## src/rtl/tax_id_check_digit_validator_core_defines.svh

```systemverilog
// Assertion macros shared by the tax identifier validator RTL.
// Expects a clock named i_clk and an active-low reset named i_rst_n in scope.
`ifndef TAX_ID_CHECK_DIGIT_VALIDATOR_CORE_DEFINES_SVH
`define TAX_ID_CHECK_DIGIT_VALIDATOR_CORE_DEFINES_SVH

// Clocked property, off while reset is held.
`define TIDV_ASSERT(lbl, prop, msg) \
    lbl: assert property (@(posedge i_clk) disable iff (!i_rst_n) (prop)) \
        else $error(msg);

// Clocked property that also holds during reset.
`define TIDV_ASSERT_ALWAYS(lbl, prop, msg) \
    lbl: assert property (@(posedge i_clk) (prop)) else $error(msg);

`endif

```

## src/rtl/tidv_pkg.sv

```systemverilog
// Types, constants and helper functions for the tax identifier validator.
// No dependencies; imported by tidv_step and the top level.
`timescale 1ns / 1ps
`default_nettype none

package tidv_pkg;

    localparam logic       KIND_CPF      = 1'b0;
    localparam logic       KIND_CNPJ     = 1'b1;
    localparam logic [7:0] ASCII_ZERO    = 8'd48;
    localparam logic [7:0] ASCII_NINE    = 8'd57;
    localparam logic [3:0] POS_MAX       = 4'd15;
    localparam logic [3:0] CPF_CHK1_POS  = 4'd9;
    localparam logic [3:0] CPF_CHK2_POS  = 4'd10;
    localparam logic [3:0] CNPJ_CHK1_POS = 4'd12;
    localparam logic [3:0] CNPJ_CHK2_POS = 4'd13;
    // floor(x * 93 / 1024) is floor(x / 11) or one less for x below 1024
    localparam logic [6:0] MOD11_RECIP   = 7'd93;
    localparam int         MOD11_SHIFT   = 10;

    typedef enum logic [2:0] {
        RSN_OK           = 3'd0,
        RSN_LENGTH       = 3'd1,
        RSN_ALL_SAME     = 3'd2,
        RSN_FIRST_DIGIT  = 3'd3,
        RSN_SECOND_DIGIT = 3'd4,
        RSN_NON_DIGIT    = 3'd5
    } t_reason;

    typedef struct packed {
        logic [3:0] pos;
        logic       kind;
        logic [9:0] first_sum;
        logic [9:0] second_sum;
        logic [3:0] lead;
        logic       all_same;
        logic       non_digit;
        logic [3:0] chk1;
        logic [3:0] chk2;
    } t_state;

    localparam t_state STATE_RESET = '{
        pos: 4'd0, kind: KIND_CPF, first_sum: 10'd0, second_sum: 10'd0,
        lead: 4'd0, all_same: 1'b1, non_digit: 1'b0, chk1: 4'd0, chk2: 4'd0
    };

    function automatic logic [3:0] first_weight(input logic kind, input logic [3:0] idx);
        logic [3:0] w;
        if (kind == KIND_CPF) begin
            w = (idx <= 4'd8) ? 4'd10 - idx : 4'd0;
        end else if (idx > 4'd11) begin
            w = 4'd0;
        end else begin
            w = (idx < 4'd4) ? 4'd5 - idx : 4'd13 - idx;
        end
        return w;
    endfunction

    function automatic logic [3:0] second_weight(input logic kind, input logic [3:0] idx);
        logic [3:0] w;
        if (kind == KIND_CPF) begin
            w = (idx <= 4'd9) ? 4'd11 - idx : 4'd0;
        end else if (idx > 4'd12) begin
            w = 4'd0;
        end else begin
            w = (idx < 4'd5) ? 4'd6 - idx : 4'd14 - idx;
        end
        return w;
    endfunction

    // Expected check digit: remainder mod 11 below 2 gives 0, else 11 - remainder.
    function automatic logic [3:0] mod11_digit(input logic [9:0] sum);
        logic [16:0] prod;
        logic [6:0]  q;
        logic [10:0] q11;
        logic [4:0]  r;
        logic [3:0]  rr;
        logic [3:0]  d;
        prod = {7'd0, sum} * {10'd0, MOD11_RECIP};
        q    = prod[MOD11_SHIFT +: 7];
        q11  = {1'b0, q, 3'b000} + {3'b000, q, 1'b0} + {4'd0, q};
        r    = 5'(sum - q11[9:0]);
        rr   = (r >= 5'd11) ? 4'(r - 5'd11) : r[3:0];
        d    = (rr < 4'd2) ? 4'd0 : 4'd11 - rr;
        return d;
    endfunction

endpackage

`default_nettype wire

```

## src/rtl/tax_id_check_digit_validator_core.sv

```systemverilog
// Top level of the CPF / CNPJ mod-11 check digit validator.
// Depends on tidv_pkg, tidv_step and tax_id_check_digit_validator_core_defines.svh.
//
//   channel | direction | handshake                | payload
//   --------+-----------+--------------------------+----------------------------------
//   in      | input     | i_in_valid / o_in_stall  | i_char_code, i_command, i_last_char
//   out     | output    | o_out_valid / i_out_stall| o_id_valid, o_fail_reason
//
// One character per cycle while o_in_stall is low; after its last character is accepted,
// a verdict leaves through the input register, then the result register.
// The running sums and flags advance by one small multiply-accumulate per character.
// Reset (synchronous, active low) empties both registers and clears the running state.
// A character that makes no verdict never waits on the output side; a last character
// waits only while an earlier verdict is stalled, and then the input stalls too.
`timescale 1ns / 1ps
`default_nettype none
`include "tax_id_check_digit_validator_core_defines.svh"

module tax_id_check_digit_validator_core (
    input  logic       i_clk,
    input  logic       i_rst_n,
    input  logic       i_in_valid,
    output logic       o_in_stall,
    input  logic [7:0] i_char_code,
    input  logic       i_command,
    input  logic       i_last_char,
    output logic       o_out_valid,
    input  logic       i_out_stall,
    output logic       o_id_valid,
    output logic [2:0] o_fail_reason
);
    import tidv_pkg::*;

    // input register
    logic       r_in_valid;
    logic [7:0] r_in_char;
    logic       r_in_cmd;
    logic       r_in_last;
    // running identifier state
    t_state     r_state;
    t_state     n_state;
    // result register
    logic       r_out_valid;
    logic       r_out_id_valid;
    t_reason    r_out_reason;

    logic       w_in_accept;
    logic       w_adv;
    logic       w_id_valid;
    t_reason    w_reason;

    tidv_step u_step (
        .i_state       (r_state),
        .i_char_code   (r_in_char),
        .i_command     (r_in_cmd),
        .i_last_char   (r_in_last),
        .o_next        (n_state),
        .o_id_valid    (w_id_valid),
        .o_fail_reason (w_reason)
    );

    // Advance the held item unless it makes a verdict and the result slot stays full.
    assign w_adv       = r_in_valid && (!r_in_last || !r_out_valid || !i_out_stall);
    assign o_in_stall  = r_in_valid && !w_adv;
    assign w_in_accept = i_in_valid && !o_in_stall;

    always_ff @(posedge i_clk) begin
        if (!i_rst_n) begin
            r_in_valid  <= 1'b0;
            r_out_valid <= 1'b0;
            r_state     <= STATE_RESET;
        end else begin
            // input register: load on accept, drop once advanced
            if (w_in_accept) begin
                r_in_valid <= 1'b1;
            end else if (w_adv) begin
                r_in_valid <= 1'b0;
            end
            if (w_adv) begin
                r_state <= n_state;
            end
            // result register: fill on a verdict, empty when taken
            if (w_adv && r_in_last) begin
                r_out_valid <= 1'b1;
            end else if (!i_out_stall) begin
                r_out_valid <= 1'b0;
            end
        end
    end

    // payload registers, no reset needed
    always_ff @(posedge i_clk) begin
        if (w_in_accept) begin
            r_in_char <= i_char_code;
            r_in_cmd  <= i_command;
            r_in_last <= i_last_char;
        end
        if (w_adv && r_in_last) begin
            r_out_id_valid <= w_id_valid;
            r_out_reason   <= w_reason;
        end
    end

    assign o_out_valid   = r_out_valid;
    assign o_id_valid    = r_out_id_valid;
    assign o_fail_reason = r_out_reason;

    `TIDV_ASSERT(a_pass_matches_reason, o_out_valid |-> (o_id_valid == (o_fail_reason == RSN_OK)), "id_valid disagrees with fail_reason")
    `TIDV_ASSERT(a_result_from_last, $rose(o_out_valid) |-> $past(r_in_valid && r_in_last), "result without a last character")
    `TIDV_ASSERT(a_verdict_clears_pos, (w_adv && r_in_last) |=> (r_state.pos == 4'd0), "position not cleared after a verdict")
    `TIDV_ASSERT_ALWAYS(a_stall_cause, o_in_stall |-> (r_in_valid && r_in_last && r_out_valid), "input stalled without a blocked verdict")

endmodule

`default_nettype wire

```

## src/rtl/tidv_step.sv

```systemverilog
// Per-character update of the validator state and the verdict on the last character.
// Depends on tidv_pkg.
`timescale 1ns / 1ps
`default_nettype none

module tidv_step (
    input  tidv_pkg::t_state  i_state,
    input  logic [7:0]        i_char_code,
    input  logic              i_command,
    input  logic              i_last_char,
    output tidv_pkg::t_state  o_next,
    output logic              o_id_valid,
    output tidv_pkg::t_reason o_fail_reason
);
    import tidv_pkg::*;

    logic       w_first;
    logic       w_is_digit;
    logic [3:0] w_digit;
    logic       w_kind;
    t_state     w_base;
    t_state     w_upd;
    logic [7:0] w_prod1;
    logic [7:0] w_prod2;
    logic [3:0] w_chk1_pos;
    logic [3:0] w_chk2_pos;
    t_reason    w_reason;

    assign w_first    = (i_state.pos == 4'd0);
    assign w_is_digit = i_char_code inside {[ASCII_ZERO:ASCII_NINE]};
    // '0'..'9' carry their value in the low nibble
    assign w_digit    = w_is_digit ? i_char_code[3:0] : 4'd0;
    assign w_kind     = w_first ? i_command : i_state.kind;
    assign w_base     = w_first ? STATE_RESET : i_state;
    assign w_chk1_pos = (w_kind == KIND_CNPJ) ? CNPJ_CHK1_POS : CPF_CHK1_POS;
    assign w_chk2_pos = (w_kind == KIND_CNPJ) ? CNPJ_CHK2_POS : CPF_CHK2_POS;
    assign w_prod1    = {4'd0, w_digit} * {4'd0, first_weight(w_kind, i_state.pos)};
    assign w_prod2    = {4'd0, w_digit} * {4'd0, second_weight(w_kind, i_state.pos)};

    always_comb begin
        w_upd            = w_base;
        w_upd.kind       = w_kind;
        w_upd.lead       = w_first ? w_digit : w_base.lead;
        w_upd.all_same   = w_first ? 1'b1 : (w_base.all_same && (w_digit == w_base.lead));
        w_upd.non_digit  = w_base.non_digit || !w_is_digit;
        w_upd.first_sum  = w_base.first_sum + {2'b00, w_prod1};
        w_upd.second_sum = w_base.second_sum + {2'b00, w_prod2};
        w_upd.chk1       = (i_state.pos == w_chk1_pos) ? w_digit : w_base.chk1;
        w_upd.chk2       = (i_state.pos == w_chk2_pos) ? w_digit : w_base.chk2;
        w_upd.pos        = (i_state.pos == POS_MAX) ? POS_MAX : i_state.pos + 4'd1;
    end

    // At the correct final position both weights are zero, so the held sums
    // already equal the updated ones.
    always_comb begin
        if (i_state.pos != w_chk2_pos) begin
            w_reason = RSN_LENGTH;
        end else if (w_upd.non_digit) begin
            w_reason = RSN_NON_DIGIT;
        end else if (w_upd.all_same) begin
            w_reason = RSN_ALL_SAME;
        end else if (mod11_digit(i_state.first_sum) != w_upd.chk1) begin
            w_reason = RSN_FIRST_DIGIT;
        end else if (mod11_digit(i_state.second_sum) != w_upd.chk2) begin
            w_reason = RSN_SECOND_DIGIT;
        end else begin
            w_reason = RSN_OK;
        end
    end

    always_comb begin
        if (i_last_char) begin
            o_next      = STATE_RESET;
            o_next.kind = w_kind;
        end else begin
            o_next = w_upd;
        end
    end

    assign o_fail_reason = w_reason;
    assign o_id_valid    = (w_reason == RSN_OK);

endmodule

`default_nettype wire
```

## config.mk

```make
export PLATFORM = sky130hd
export DESIGN_NAME = tax_id_check_digit_validator_core
export DESIGN_NICKNAME = d
export VERILOG_FILES = /design/src/rtl/tidv_pkg.sv /design/src/rtl/tax_id_check_digit_validator_core.sv /design/src/rtl/tidv_step.sv
export VERILOG_INCLUDE_DIRS = /design/src /design/src/rtl
export SDC_FILE = /design/constraint.sdc
export NUM_CORES = 1
export LEC_CHECK = 0
export ABC_AREA = 1
export ABC_CLOCK_PERIOD_IN_PS = 10870
export BUFFER_PORTS_ARGS = -buffer_cell sky130_fd_sc_hd__clkbuf_2
export CAP_MARGIN = 5
export CORE_UTILIZATION = 53
export DETAILED_ROUTE_END_ITERATION = 10
export GPL_ROUTABILITY_DRIVEN = 0
export PLACE_DENSITY = 0.8
export SETUP_SLACK_MARGIN = 0.2
export SKIP_LAST_GASP = 1
export SYNTH_ARGS = -nofsm -noshare
export SYNTH_HDL_FRONTEND = slang
export SYNTH_SLANG_ARGS = --single-unit
export TNS_END_PERCENT = 5
```

## constraint.sdc

```tcl
create_clock -name i_clk -period 10.87 [get_ports i_clk]
set_input_delay 1.6305 -clock i_clk [delete_from_list [all_inputs] [get_ports i_clk]]
set_output_delay 1.6305 -clock i_clk [all_outputs]
set_load 0.02 [all_outputs]
```

==> reports/qor.txt, run 1 <==
Layout cell share with drive strength beyond 1: 0.0512
DP Wirelength: 13200 um
Final hold vios: 0
Synthesized instance count: 1136
Input/output buffers: 19
GRT Util Overall: 0.221
Worst-Skew Late Latency: 0.30 ns
Vert. Die Dim: 125 um
Row cnt: 44
CTS max path bufs: 2
CP dominant cell by count: nand2_1
Clock root buffer: clkbuf_16
Setup WS pre-CTS: 3.37 ns
First-pass GRT wire length: 29100 um
Post-CTS Setup Inserts: 0
Most area-consuming cells after synthesis: ha_1 (21%), fa_1 (16%), nand2_1 (13%), inv_1 (11%), dfxtp_1 (10%)
Register-to-Register Setup Slack: 3.39 ns
Clock sink total: 55
Hold WC Path Type: register to register
Cell Int Power: 344 uW
R2R Path End: o_fail_reason[1]$_DFFE_PP_
Crit path time final: 7.48 ns
Worst hold start: r_state[10]$_SDFFE_PN0P_
Tcrit/Tclk final: 0.689
Crit path DAT: 7.55 ns
VDD IR max: 64.0 uV
Layout Cells excl Fill: 1336
Final hold slack: 0.470 ns
WHS Endpoint: r_state[10]$_SDFFE_PN0P_
Worst-path maximum fanout: 8
Worst setup EP type: register
Via/cell ratio: 5.11
Initial DRC Count: 406
Yosys warning count: 0
Setup WS post-layout: 3.39 ns
Data required, critical path: 10.93 ns
Final antenna-violating net count: 0
Worst path max stage delay: 0.60 ns
Register area: 0.00124 mm^2
CTS tree: done
Switch share: 0.271
Max Slew Vio Count: 0
Post-CTS resize count: 0
Initial core utilization: 0.550
N_diodes: 0
Clock Skews: 0.00666 ns
#FFs+latches synth: 55
Initial antenna violation count: 0
Grt ovf: 0
Mapped Area: 0.00808 mm^2
MaxCap Viol Count: 0
Finish-stage setup viols: 0
I/O pin total: 20
Detailed Routing Iterations Pass 1: 8
Logic pwr share: 0.136
Buf/Inv on CP: 6
Clk pwr share: 0.408
Die area: 0.0157 mm^2
CTS buffer count: 5
Setup CP Type: register to register
Sequential-to-total area share from yosys stat: 0.154
Outcome: completed
P&R area growth vs syn: 5.85%
Area of the multi-input gates: 0.00583 mm^2
DRT Wirelength: 16400 um
Vias in the first global route: 6601
Switch Pwr: 128 uW
Post-synth top area share: 0.211
Via Count: 6823
Critical path's top delay family: adder cells
Setup TNS: 0 ns
Clk slew on worst S/H paths: 0.08 ns
Reg-to-reg startpoint: r_state[28]$_SDFFE_PN0P_
Leak: 0.00478 uW
Worst r2r path cells: 38
Largest net degree at the start of global routing: 40
Max Freq: 0.134 GHz
Mean Syn Cell Area: 7.11 um^2
Sequential share of power: 0.456
H-Tree Depth: 2
Least-Margin Pin Slew: 0.812 ns
Drt drc: 0
Synth Net Count: 1350
WHS Path Cells: 2
Post-DR wirelength/cell: 12.3 um
Cell taking the most area after synthesis: ha_1
Nets@finish: 1365
Core Region: 0.0147 mm^2
Placed cell count: 1328
Hold buffer count at CTS: 0
Startpoint Class: register
Crit-path slowest cell: dfxtp_1
Pwr Density: 55.2 mW/mm^2
Max-slew headroom: 0.456
Post-synth cell types: 40
# fillers: 1375
RSZ-0062 raised after global routing: false
Die W: 125 um
worst register-to-register path, delay by kind of cell (launching register included):
kind                     cells  cell delay, ns
AO/OA/AOI/OAI                2            0.38
XOR/XNOR                     2            0.37
adder cells (fa/ha/maj)      9            3.71
buffers and inverters        6            0.28
flip-flops                   1            0.60
AND/OR/NAND/NOR             19            1.93
Yosys cell counts (all sizes together):
cell	instances
a2111oi	1
a21o	3
a21oi	67
a22oi	1
a2bb2oi	2
clkbuf	14
clkinv	2
dfxtp	41
edfxtp	14
fa	64
ha	136
inv	254
nand2	272
nand3	57
nand3b	1
nand4	10
nor2	107
nor3	4
nor3b	1
o211ai	2
o21a	1
o21ai	40
o21bai	2
o22ai	4
o31ai	2
or2	6
xnor2	12
xor2	16
state kept, by name, indices dropped and copies added, names as in the netlist:
register and cells:
o_fail_reason 3, o_id_valid 1, o_out_valid 1, r_in_char 8, r_in_cmd 1, r_in_last 1
r_in_valid 1, r_state 39
metrics by stage:
step	power (uW)	util	instance area (um^2)
CTS	473	0.582	8550
floorplan	267	-	8080
detailed placement	283	0.570	8380
finish	472	0.582	8550
global route	491	0.582	8550
global placement	281	0.570	8380
layout make-up:
cell class / count / share of cell area
Inverter: 256 / 0.112
Clock inverter: 3 / 0.00585
Tap cell: 184 / 0.0269
Timing Repair Buffer: 22 / 0.0138
Multi-Input combinational cell: 811 / 0.681
Clock buffer: 5 / 0.0146
Sequential cell: 55 / 0.145
placed cells by master (no fill, tap or decap), types with 2 or more instances in the layout:
master     count
nor2_2         4
inv_2         11
fa_1          64
edfxtp_1      14
nand4_1       10
clkbuf_2      19
nand2_1      270
a2bb2oi_1      2
nand3_2        3
o31ai_1        2
o22ai_1        4
xnor2_1       12
a21oi_1       67
nor3_1         3
dfxtp_1       41
ha_1         136
nand3_1       53
nand2_2        2
nor2_1       102
o21ai_0       27
o21ai_1       11
o211ai_1       2
a21o_1         3
inv_1        243
xor2_1        16
o21bai_1       2
or2_1          3
or2_2          2
buf_4          3
clkbuf_16      5
clkinv_1       2
logic make-up after synthesis:
| group | after synthesis | share of synthesized area |
|---|---|---|
| buf+inv | 270 | 0.125 |
| simple gates | 458 | 0.237 |
| fa+ha+maj | 200 | 0.369 |
| flops | 55 | 0.154 |
| xor+xnor | 28 | 0.0304 |
| compound gates | 125 | 0.0847 |
power groups by stage:
stage	clock [uW]	sequential, uW	combinational, uW
2_1_floorplan	0	220	46.6
3_3_place_gp	0	220	61.5
3_5_place_dp	0	220	62.9
4_1_cts	194	215	63.8
5_1_grt	202	216	73.1
6_report	193	215	64.2
per-layer routing:
layer | track usage | vias up | wire (um)
met5 | 0 | - | 0
met4 | 0.0488 | 0 | 246
met3 | 0.0227 | 31 | 638
met2 | 0.398 | 129 | 8070
met1 | 0.284 | 3110 | 7490
li1 | - | 3553 | -
how the worst max path moves through the flow:
stage | startpoint | end | slack (ns) | cells past startpoint
3_5_place_dp | r_state[28]$_SDFFE_PN0P_ | o_fail_reason[1]$_DFFE_PP_ | 3.37 | 37
2_1_floorplan | r_state[18]$_SDFFE_PN0P_ | o_fail_reason[2]$_DFFE_PP_ | 4.10 | 38
6_report | r_state[28]$_SDFFE_PN0P_ | o_fail_reason[1]$_DFFE_PP_ | 3.39 | 38
4_1_cts | r_state[28]$_SDFFE_PN0P_ | o_fail_reason[1]$_DFFE_PP_ | 3.35 | 37
3_3_place_gp | r_state[28]$_SDFFE_PN0P_ | o_fail_reason[1]$_DFFE_PP_ | 3.59 | 38
5_1_grt | r_state[17]$_SDFFE_PN0P_ | o_fail_reason[2]$_DFFE_PP_ | 2.75 | 37
Note: power is estimated with default switching activity, not from simulation.
==> inputs of run 2 (changes only) <==
--- a/config.mk
+++ b/config.mk
@@ -7,13 +7,13 @@
 export NUM_CORES = 1
 export LEC_CHECK = 0
 export ABC_AREA = 1
-export ABC_CLOCK_PERIOD_IN_PS = 10870
+export ABC_CLOCK_PERIOD_IN_PS = 6300
 export BUFFER_PORTS_ARGS = -buffer_cell sky130_fd_sc_hd__clkbuf_2
 export CAP_MARGIN = 5
 export CORE_UTILIZATION = 53
 export DETAILED_ROUTE_END_ITERATION = 10
 export GPL_ROUTABILITY_DRIVEN = 0
-export PLACE_DENSITY = 0.8
+export PLACE_DENSITY = 0.83
 export SETUP_SLACK_MARGIN = 0.2
 export SKIP_LAST_GASP = 1
 export SYNTH_ARGS = -nofsm -noshare
==> constraint.sdc (replaced) <==
create_clock -name i_clk -period 6.3 [get_ports i_clk]
set_input_delay 0.945 -clock i_clk [delete_from_list [all_inputs] [get_ports i_clk]]
set_output_delay 0.945 -clock i_clk [all_outputs]
set_load 0.02 [all_outputs]
==> reports/qor.txt, run 2 (synthesized netlist as in run 1, its figures left out) <==
# fillers: 1158 (-16%)
CTS buffer count: 5 (unchanged)
Pwr Density: 81.3 mW/mm^2 (+47%)
GR peak layer: met2
Max reg flops: 39 (unchanged)
Worst setup EP type: register
Vert. Die Dim: 125 um (unchanged)
Startpoint Class: register
CTS max path bufs: 2 (unchanged)
Reg-to-reg startpoint: r_state[19]$_SDFFE_PN0P_
First-pass GRT wire length: 30400 um (+4.3%)
Clock root buffer: clkbuf_16
Crit path to: o_fail_reason[2]$_DFFE_PP_
CTS tree: done
Grt ovf: 0 (unchanged)
DP Wirelength: 14500 um (+9.7%)
Input/output buffers: 19 (unchanged)
Largest net degree at the start of global routing: 40 (unchanged)
Die area: 0.0157 mm^2 (unchanged)
Clk pwr share: 0.371 (-0.037)
Max Slew Vio Count: 0 (unchanged)
Clock Skews: 0.0105 ns (+0.00389 ns)
Design area: 0.00974 mm^2 (+14%)
Data required, critical path: 6.35 ns (-4.58 ns)
Placed cell area: 0.00932 mm^2 (+11%)
Switch share: 0.289 (+0.0182)
WP depth: 38 (unchanged)
Finish-stage setup viols: 4 (+4)
Buf/Inv on CP: 5 (-1)
Worst path max stage delay: 0.57 ns (-0.03 ns)
DRT Wirelength: 17800 um (+8.3%)
Commonest non-fill, non-tap cell in the layout: nand2_1
Met1 Use GR: 0.302 (+0.0175)
Max-slew headroom: 0.464 (+0.00718)
Initial DRC Count: 467 (+15%)
Core Region: 0.0147 mm^2 (unchanged)
Initial antenna violation count: 0 (unchanged)
I/O pin total: 20 (unchanged)
Via Count: 7299 (+7.0%)
Switch Pwr: 229 uW (+79%)
Vias in the first global route: 6998 (+6.0%)
Leak: 0.00526 uW (+10%)
Setup WS post-layout: -0.475 ns (-3.86 ns)
Clk slew on worst S/H paths: 0.08 ns (about the same)
Met2 Usage GRT: 0.414 (+0.0160)
Reg with most FFs: r_state
Row cnt: 44 (unchanged)
Layout cell share with drive strength beyond 1: 0.194 (+0.142)
Via/cell ratio: 5.11 (about the same)
N_diodes: 0 (unchanged)
Final hold vios: 0 (unchanged)
Commonest cells after routing, fill and taps aside: nand2_1 (255), inv_1 (234), ha_1 (115)
Sequential share of power: 0.465 (+0.009)
Failing checks: setup timing
Setup WS pre-CTS: -0.528 ns (-3.90 ns)
Crit path time final: 6.77 ns (-0.710 ns)
Register-to-Register Setup Slack: -0.47 ns (-3.86 ns)
Least-Margin Pin Slew: 0.802 ns (-0.0107 ns)
Detailed Routing Iterations Pass 1: 7 (-1)
Hold buffer count at CTS: 0 (unchanged)
Worst r2r path cells: 38 (unchanged)
R2R Path End: o_fail_reason[2]$_DFFE_PP_
Post-DR wirelength/cell: 12.5 um (+1.2%)
Critical path's top delay family: adder cells
P&R area growth vs syn: 20.6%
MaxCap Viol Count: 0 (unchanged)
Initial core utilization: 0.550 (unchanged)
Critical path launch point: r_state[19]$_SDFFE_PN0P_
Nets@finish: 1458 (+6.8%)
Cell Int Power: 563 uW (+64%)
Outcome: finished, violations left
Crit-path slowest cell: fa_1
VDD IR max: 104 uV (+62%)
Hold WC Path Type: register to register
Worst-path maximum fanout: 6 (-2)
Final antenna-violating net count: 0 (unchanged)
Crit path DAT: 6.82 ns (-0.73 ns)
H-Tree Depth: 2 (unchanged)
Setup CP Type: register to register
Logic pwr share: 0.164 (+0.028)
Tcrit/Tclk final: 1.08 (+0.387)
GRT Util Overall: 0.231 (+0.0101)
Die W: 125 um (unchanged)
Worst-Skew Late Latency: 0.30 ns (about the same)
Drt drc: 0 (unchanged)
Clock sink total: 55 (unchanged)
Max Freq: 0.148 GHz (+10%)
M3 GR Usage: 0.0218 (-0.000856)
RSZ-0062 raised after global routing: true
run 2: cell count changes in the layout (fill, tap and decap cells not counted), sizes merged:
cell | before | now
buf | 3 | 96
clkinv | 2 | 4
bufinv | 1 | 0
inv | 256 | 255
run 2: cell type report:
class	count	area, um^2	area share
clock buffer	5	125	0.0128
tap	184	230	0.0236
timing repair buffer	115	816	0.0837
multi-input combinational	811	6300	0.647
clock inverter	3	33.8	0.00347
sequential	55	1280	0.131
inverter	256	961	0.0986
run 2: worst min-delay path by stage:
| stage | cells after the start | slack, ns | end | startpoint |
|---|---|---|---|---|
| 3_5_place_dp | 2 | 0.46 | r_state[13]$_SDFFE_PN0P_ | r_state[13]$_SDFFE_PN0P_ |
| 3_3_place_gp | 2 | 0.45 | r_state[13]$_SDFFE_PN0P_ | r_state[13]$_SDFFE_PN0P_ |
| 4_1_cts | 2 | 0.47 | r_state[13]$_SDFFE_PN0P_ | r_state[13]$_SDFFE_PN0P_ |
| 6_report | 2 | 0.47 | r_state[5]$_SDFFE_PN0P_ | r_state[5]$_SDFFE_PN0P_ |
| 2_1_floorplan | 2 | 0.45 | r_state[0]$_SDFFE_PN0P_ | r_state[0]$_SDFFE_PN0P_ |
| 5_1_grt | 2 | 0.48 | r_state[2]$_SDFFE_PN0P_ | r_state[2]$_SDFFE_PN0P_ |
run 2: per-stage QoR:
| step | hold WS [ns] | setup TNS [ns] | utilization | power (uW) | instances |
|---|---|---|---|---|---|
| CTS | 0.468 | -1.36 | 0.650 | 786 | 1424 |
| finish | 0.471 | -1.46 | 0.663 | 792 | 1429 |
| global placement | 0.452 | -0.989 | 0.634 | 491 | 1412 |
| floorplan | 0.445 | -0.0161 | - | 461 | 1136 |
| detailed placement | 0.456 | -1.54 | 0.634 | 496 | 1412 |
| global route | 0.480 | -2.97 | 0.663 | 823 | 1429 |
run 2: layer usage:
layer	wire length, um	share of wire	up-vias
met3	586	0.033	30
met1	7920	0.44	3381
met2	9060	0.51	138
met4	240	0.013	0
met5	0	0	-
li1	-	-	3750
run 2: power groups by stage:
| stage | clock, uW | sequential (uW) | combinational, uW |
|---|---|---|---|
| floorplan | 0 | 378 | 83.1 |
| global placement | 0 | 377 | 114 |
| global route | 309 | 369 | 145 |
| detailed placement | 0 | 378 | 118 |
| finish | 294 | 369 | 130 |
| CTS | 296 | 368 | 121 |
run 2: tightest hold or removal path: stages, from the launching register on:
cell and delay (ns):
dfxtp_1 0.32, nand2_1 0.06, a21oi_1 0.05
run 2: what timing repair did:
action | CTS | global route
resized for setup | 10 | 34
pin swaps | 15 | 27
gates cloned | 0 | 0
hold endpoints to repair | 0 | 0
buffers inserted | 4 | 5
setup endpoints to repair | 4 | 7
==> inputs of run 3 (changes only) <==
--- a/config.mk
+++ b/config.mk
@@ -18,5 +18,6 @@
 export SKIP_LAST_GASP = 1
 export SYNTH_ARGS = -nofsm -noshare
 export SYNTH_HDL_FRONTEND = slang
+export SYNTH_HIERARCHICAL = 1
 export SYNTH_SLANG_ARGS = --single-unit
 export TNS_END_PERCENT = 5
==> reports/qor.txt, run 3 <==
Initial core utilization: 0.549 (about the same)
Die area: 0.0172 mm^2 (+9.0%)
RSZ-0062 raised after global routing: true
Clock root buffer: clkbuf_16
Setup WS post-layout: -0.763 ns (-0.288 ns)
Hold buffer count at CTS: 0 (unchanged)
GRT Util Overall: 0.272 (+0.0403)
Max-slew headroom: 0.353 (-0.111)
Final antenna-violating net count: 0 (unchanged)
CTS tree: done
Post-synth top area share: 0.193 (-0.0176)
WHS Endpoint: r_state[34]$_SDFFE_PN0P_
Tcrit/Tclk final: 1.12 (+0.0457)
Initial antenna violation count: 0 (unchanged)
Reg-to-reg startpoint: r_state[20]$_SDFFE_PN0P_
Commonest non-fill, non-tap cell in the layout: inv_1
Synth Net Count: 1528 (+13%)
Outcome: finished, violations left
Worst-Skew Late Latency: 0.30 ns (about the same)
Buf/Inv on CP: 9 (+4)
Data required, critical path: 6.35 ns (about the same)
Failing checks: setup timing
#FFs+latches synth: 55 (unchanged)
Synth Area in Simple Gates: 0.276 (+0.0394)
Max Slew Vio Count: 0 (unchanged)
Post-Synth Adder-Cell Area: 0.338 (-0.0309)
Largest net degree at the start of global routing: 80 (+100%)
R2R Path End: o_fail_reason[2]$_DFFE_PP_
Yosys warning count: 6 (+6)
Hold WC Path Type: register to register
Post-synthesis compound-gate area fraction: 0.0776 (-0.00709)
Grt ovf: 0 (unchanged)
Commonest cells after routing, fill and taps aside: inv_1 (285), nand2_1 (274), nor2_1 (139)
I/O pin total: 20 (unchanged)
Via Count: 8614 (+18%)
CTS max path bufs: 2 (unchanged)
Max Freq: 0.142 GHz (-4.1%)
Setup CP Type: register to register
Startpoint Class: register
Detailed Routing Iterations Pass 1: 8 (+1)
Register-to-Register Setup Slack: -0.76 ns (-0.29 ns)
Fraction of registers with async set/reset: 0 (unchanged)
Final hold vios: 0 (unchanged)
Clock sink total: 55 (unchanged)
Most common cell in the synthesized netlist: inv_1
Most area-consuming cells after synthesis: ha_1 (19%), fa_1 (15%), inv_1 (13%), nand2_1 (12%), dfxtp_1 (9.3%)
DRT Wirelength: 22800 um (+28%)
Core Region: 0.0161 mm^2 (+9.2%)
P&R area growth vs syn: 19.9%
Worst path max stage delay: 0.57 ns (about the same)
N_diodes: 0 (unchanged)
Reg with most FFs: r_state
Critical path's top delay family: adder cells
Worst-path maximum fanout: 6 (unchanged)
Final hold slack: 0.484 ns (+0.0129 ns)
Max reg flops: 39 (unchanged)
Leak: 0.00581 uW (+11%)
First-pass GRT wire length: 37000 um (+22%)
Nets@finish: 1642 (+13%)
Row cnt: 46 (+4.5%)
VDD IR max: 729 uV (+600%)
Vert. Die Dim: 131 um (+4.4%)
MaxCap Viol Count: 0 (unchanged)
Finish-stage setup viols: 4 (unchanged)
Via/cell ratio: 5.24 (+2.5%)
Mux share of post-synthesis cell area: 0 (unchanged)
Post-Route Utilization: 0.659 (-0.00427)
Worst hold start: r_state[34]$_SDFFE_PN0P_
Clock Skews: 0.0102 ns (-0.000336 ns)
Die W: 131 um (+4.4%)
Crit-path slowest cell: fa_1
Sequential-to-total area share from yosys stat: 0.141 (-0.0129)
Least-Margin Pin Slew: 0.970 ns (+0.169 ns)
Mapped Area: 0.00882 mm^2 (+9.1%)
Synth top cells by count: inv_1 (297), nand2_1 (290), nor2_1 (143), ha_1 (136), nand3_1 (95)
Post-synth cell types: 40 (unchanged)
Clk slew on worst S/H paths: 0.08 ns (about the same)
Setup WS pre-CTS: -0.772 ns (-0.244 ns)
Mean Syn Cell Area: 6.71 um^2 (-5.6%)
Post-synth EDFFs: 14 (unchanged)
Synthesized instance count: 1314 (+16%)
Input/output buffers: 19 (unchanged)
DP Wirelength: 16900 um (+17%)
Crit path DAT: 7.12 ns (+0.30 ns)
Drt drc: 0 (unchanged)
Post-synth top flop: dfxtp_1
Vias in the first global route: 8278 (+18%)
Setup TNS: -2.18 ns (-0.724 ns)
Layout cell share with drive strength beyond 1: 0.181 (-0.0130)
CTS buffer count: 5 (unchanged)
Pwr Density: 516 mW/mm^2 (+530%)
WHS Path Cells: 2 (unchanged)
Worst r2r path cells: 44 (+16%)
Largest family of logic cells by synthesized area: adder cells
Crit path time final: 7.06 ns (+0.288 ns)
Cell taking the most area after synthesis: ha_1
Synth Area in XOR/XNOR: 0.0199 (-0.0105)
Initial DRC Count: 647 (+39%)
H-Tree Depth: 2 (unchanged)
Worst setup EP type: register
Post-DR wirelength/cell: 13.9 um (+11%)
-- run 3: cell count changes in the layout (fill, tap and decap cells not counted), moves of 12 or more --
cell	before	now
a21oi_1	60	72
buf_4	96	119
inv_1	234	285
nand2_1	255	274
nand3_1	42	90
nor2_1	95	139
-- run 3: tightest hold or removal path: stages (launching register included) --
cell and delay [ns]:
dfxtp_1 0.33, a21oi_1 0.04, nor2_1 0.08
-- run 3: repair_timing --
| action | 4_1_cts | 5_1_grt |
|---|---|---|
| gates cloned | 0 | 0 |
| setup buffers | 12 | 4 |
| gates resized for setup | 21 | 32 |
| setup endpoints to repair | 4 | 8 |
| pin swaps | 21 | 36 |
-- run 3: kinds of logic after synthesis --
kind of cell / Yosys count
simple gates: 576
buf+inv: 335
fa+ha+maj: 200
compound gates: 128
flops: 55
xor+xnor: 20
-- run 3: layout make-up --
| cell class | count | area (um^2) |
|---|---|---|
| clock buffer | 5 | 125 |
| clock inverter | 3 | 28.8 |
| fill | 1244 | 5480 |
| inverter | 303 | 1140 |
| tap | 216 | 270 |
| timing repair buffer | 139 | 1000 |
| multi-input combinational | 924 | 6740 |
| sequential | 55 | 1280 |
-- run 3: per-layer routing --
metal	global-route usage	share of wire	up-vias
li1	-	-	4277
met5	0	0	-
met3	0.0428	0.066	59
met2	0.500	0.51	297
met4	0.0771	0.020	0
met1	0.325	0.41	3981
-- run 3: worst max-delay path by stage --
| stage | cells after the start | slack [ns] | from | end |
|---|---|---|---|---|
| after floorplan | 36 | -0.007 | r_state[29]$_SDFFE_PN0P_ | o_fail_reason[1]$_DFFE_PP_ |
| after global placement | 37 | -0.61 | r_state[17]$_SDFFE_PN0P_ | o_fail_reason[2]$_DFFE_PP_ |
| after detailed placement | 41 | -0.77 | r_state[18]$_SDFFE_PN0P_ | o_fail_reason[2]$_DFFE_PP_ |
| after CTS | 42 | -0.48 | r_state[15]$_SDFFE_PN0P_ | o_fail_reason[2]$_DFFE_PP_ |
| after global routing | 44 | -1.06 | r_state[20]$_SDFFE_PN0P_ | o_fail_reason[2]$_DFFE_PP_ |
| final | 44 | -0.76 | r_state[20]$_SDFFE_PN0P_ | o_fail_reason[2]$_DFFE_PP_ |
-- run 3: metrics by stage --
stage          total power [uW]  instances  instance area, um^2
5_1_grt                    6010       1645                10600
3_3_place_gp               4130       1621                10100
4_1_cts                    4910       1641                10400
2_1_floorplan              3140       1314                 9090
6_report                   5450       1645                10600
3_5_place_dp               4320       1621                10100
-- run 3: power breakdown --
part | switching [uW] | internal (uW) | total (uW)
clock | 149 | 154 | 303
sequential | 22.9 | 382 | 405
combinational | 2680 | 2070 | 4750
total | 2850 | 2600 | 5450
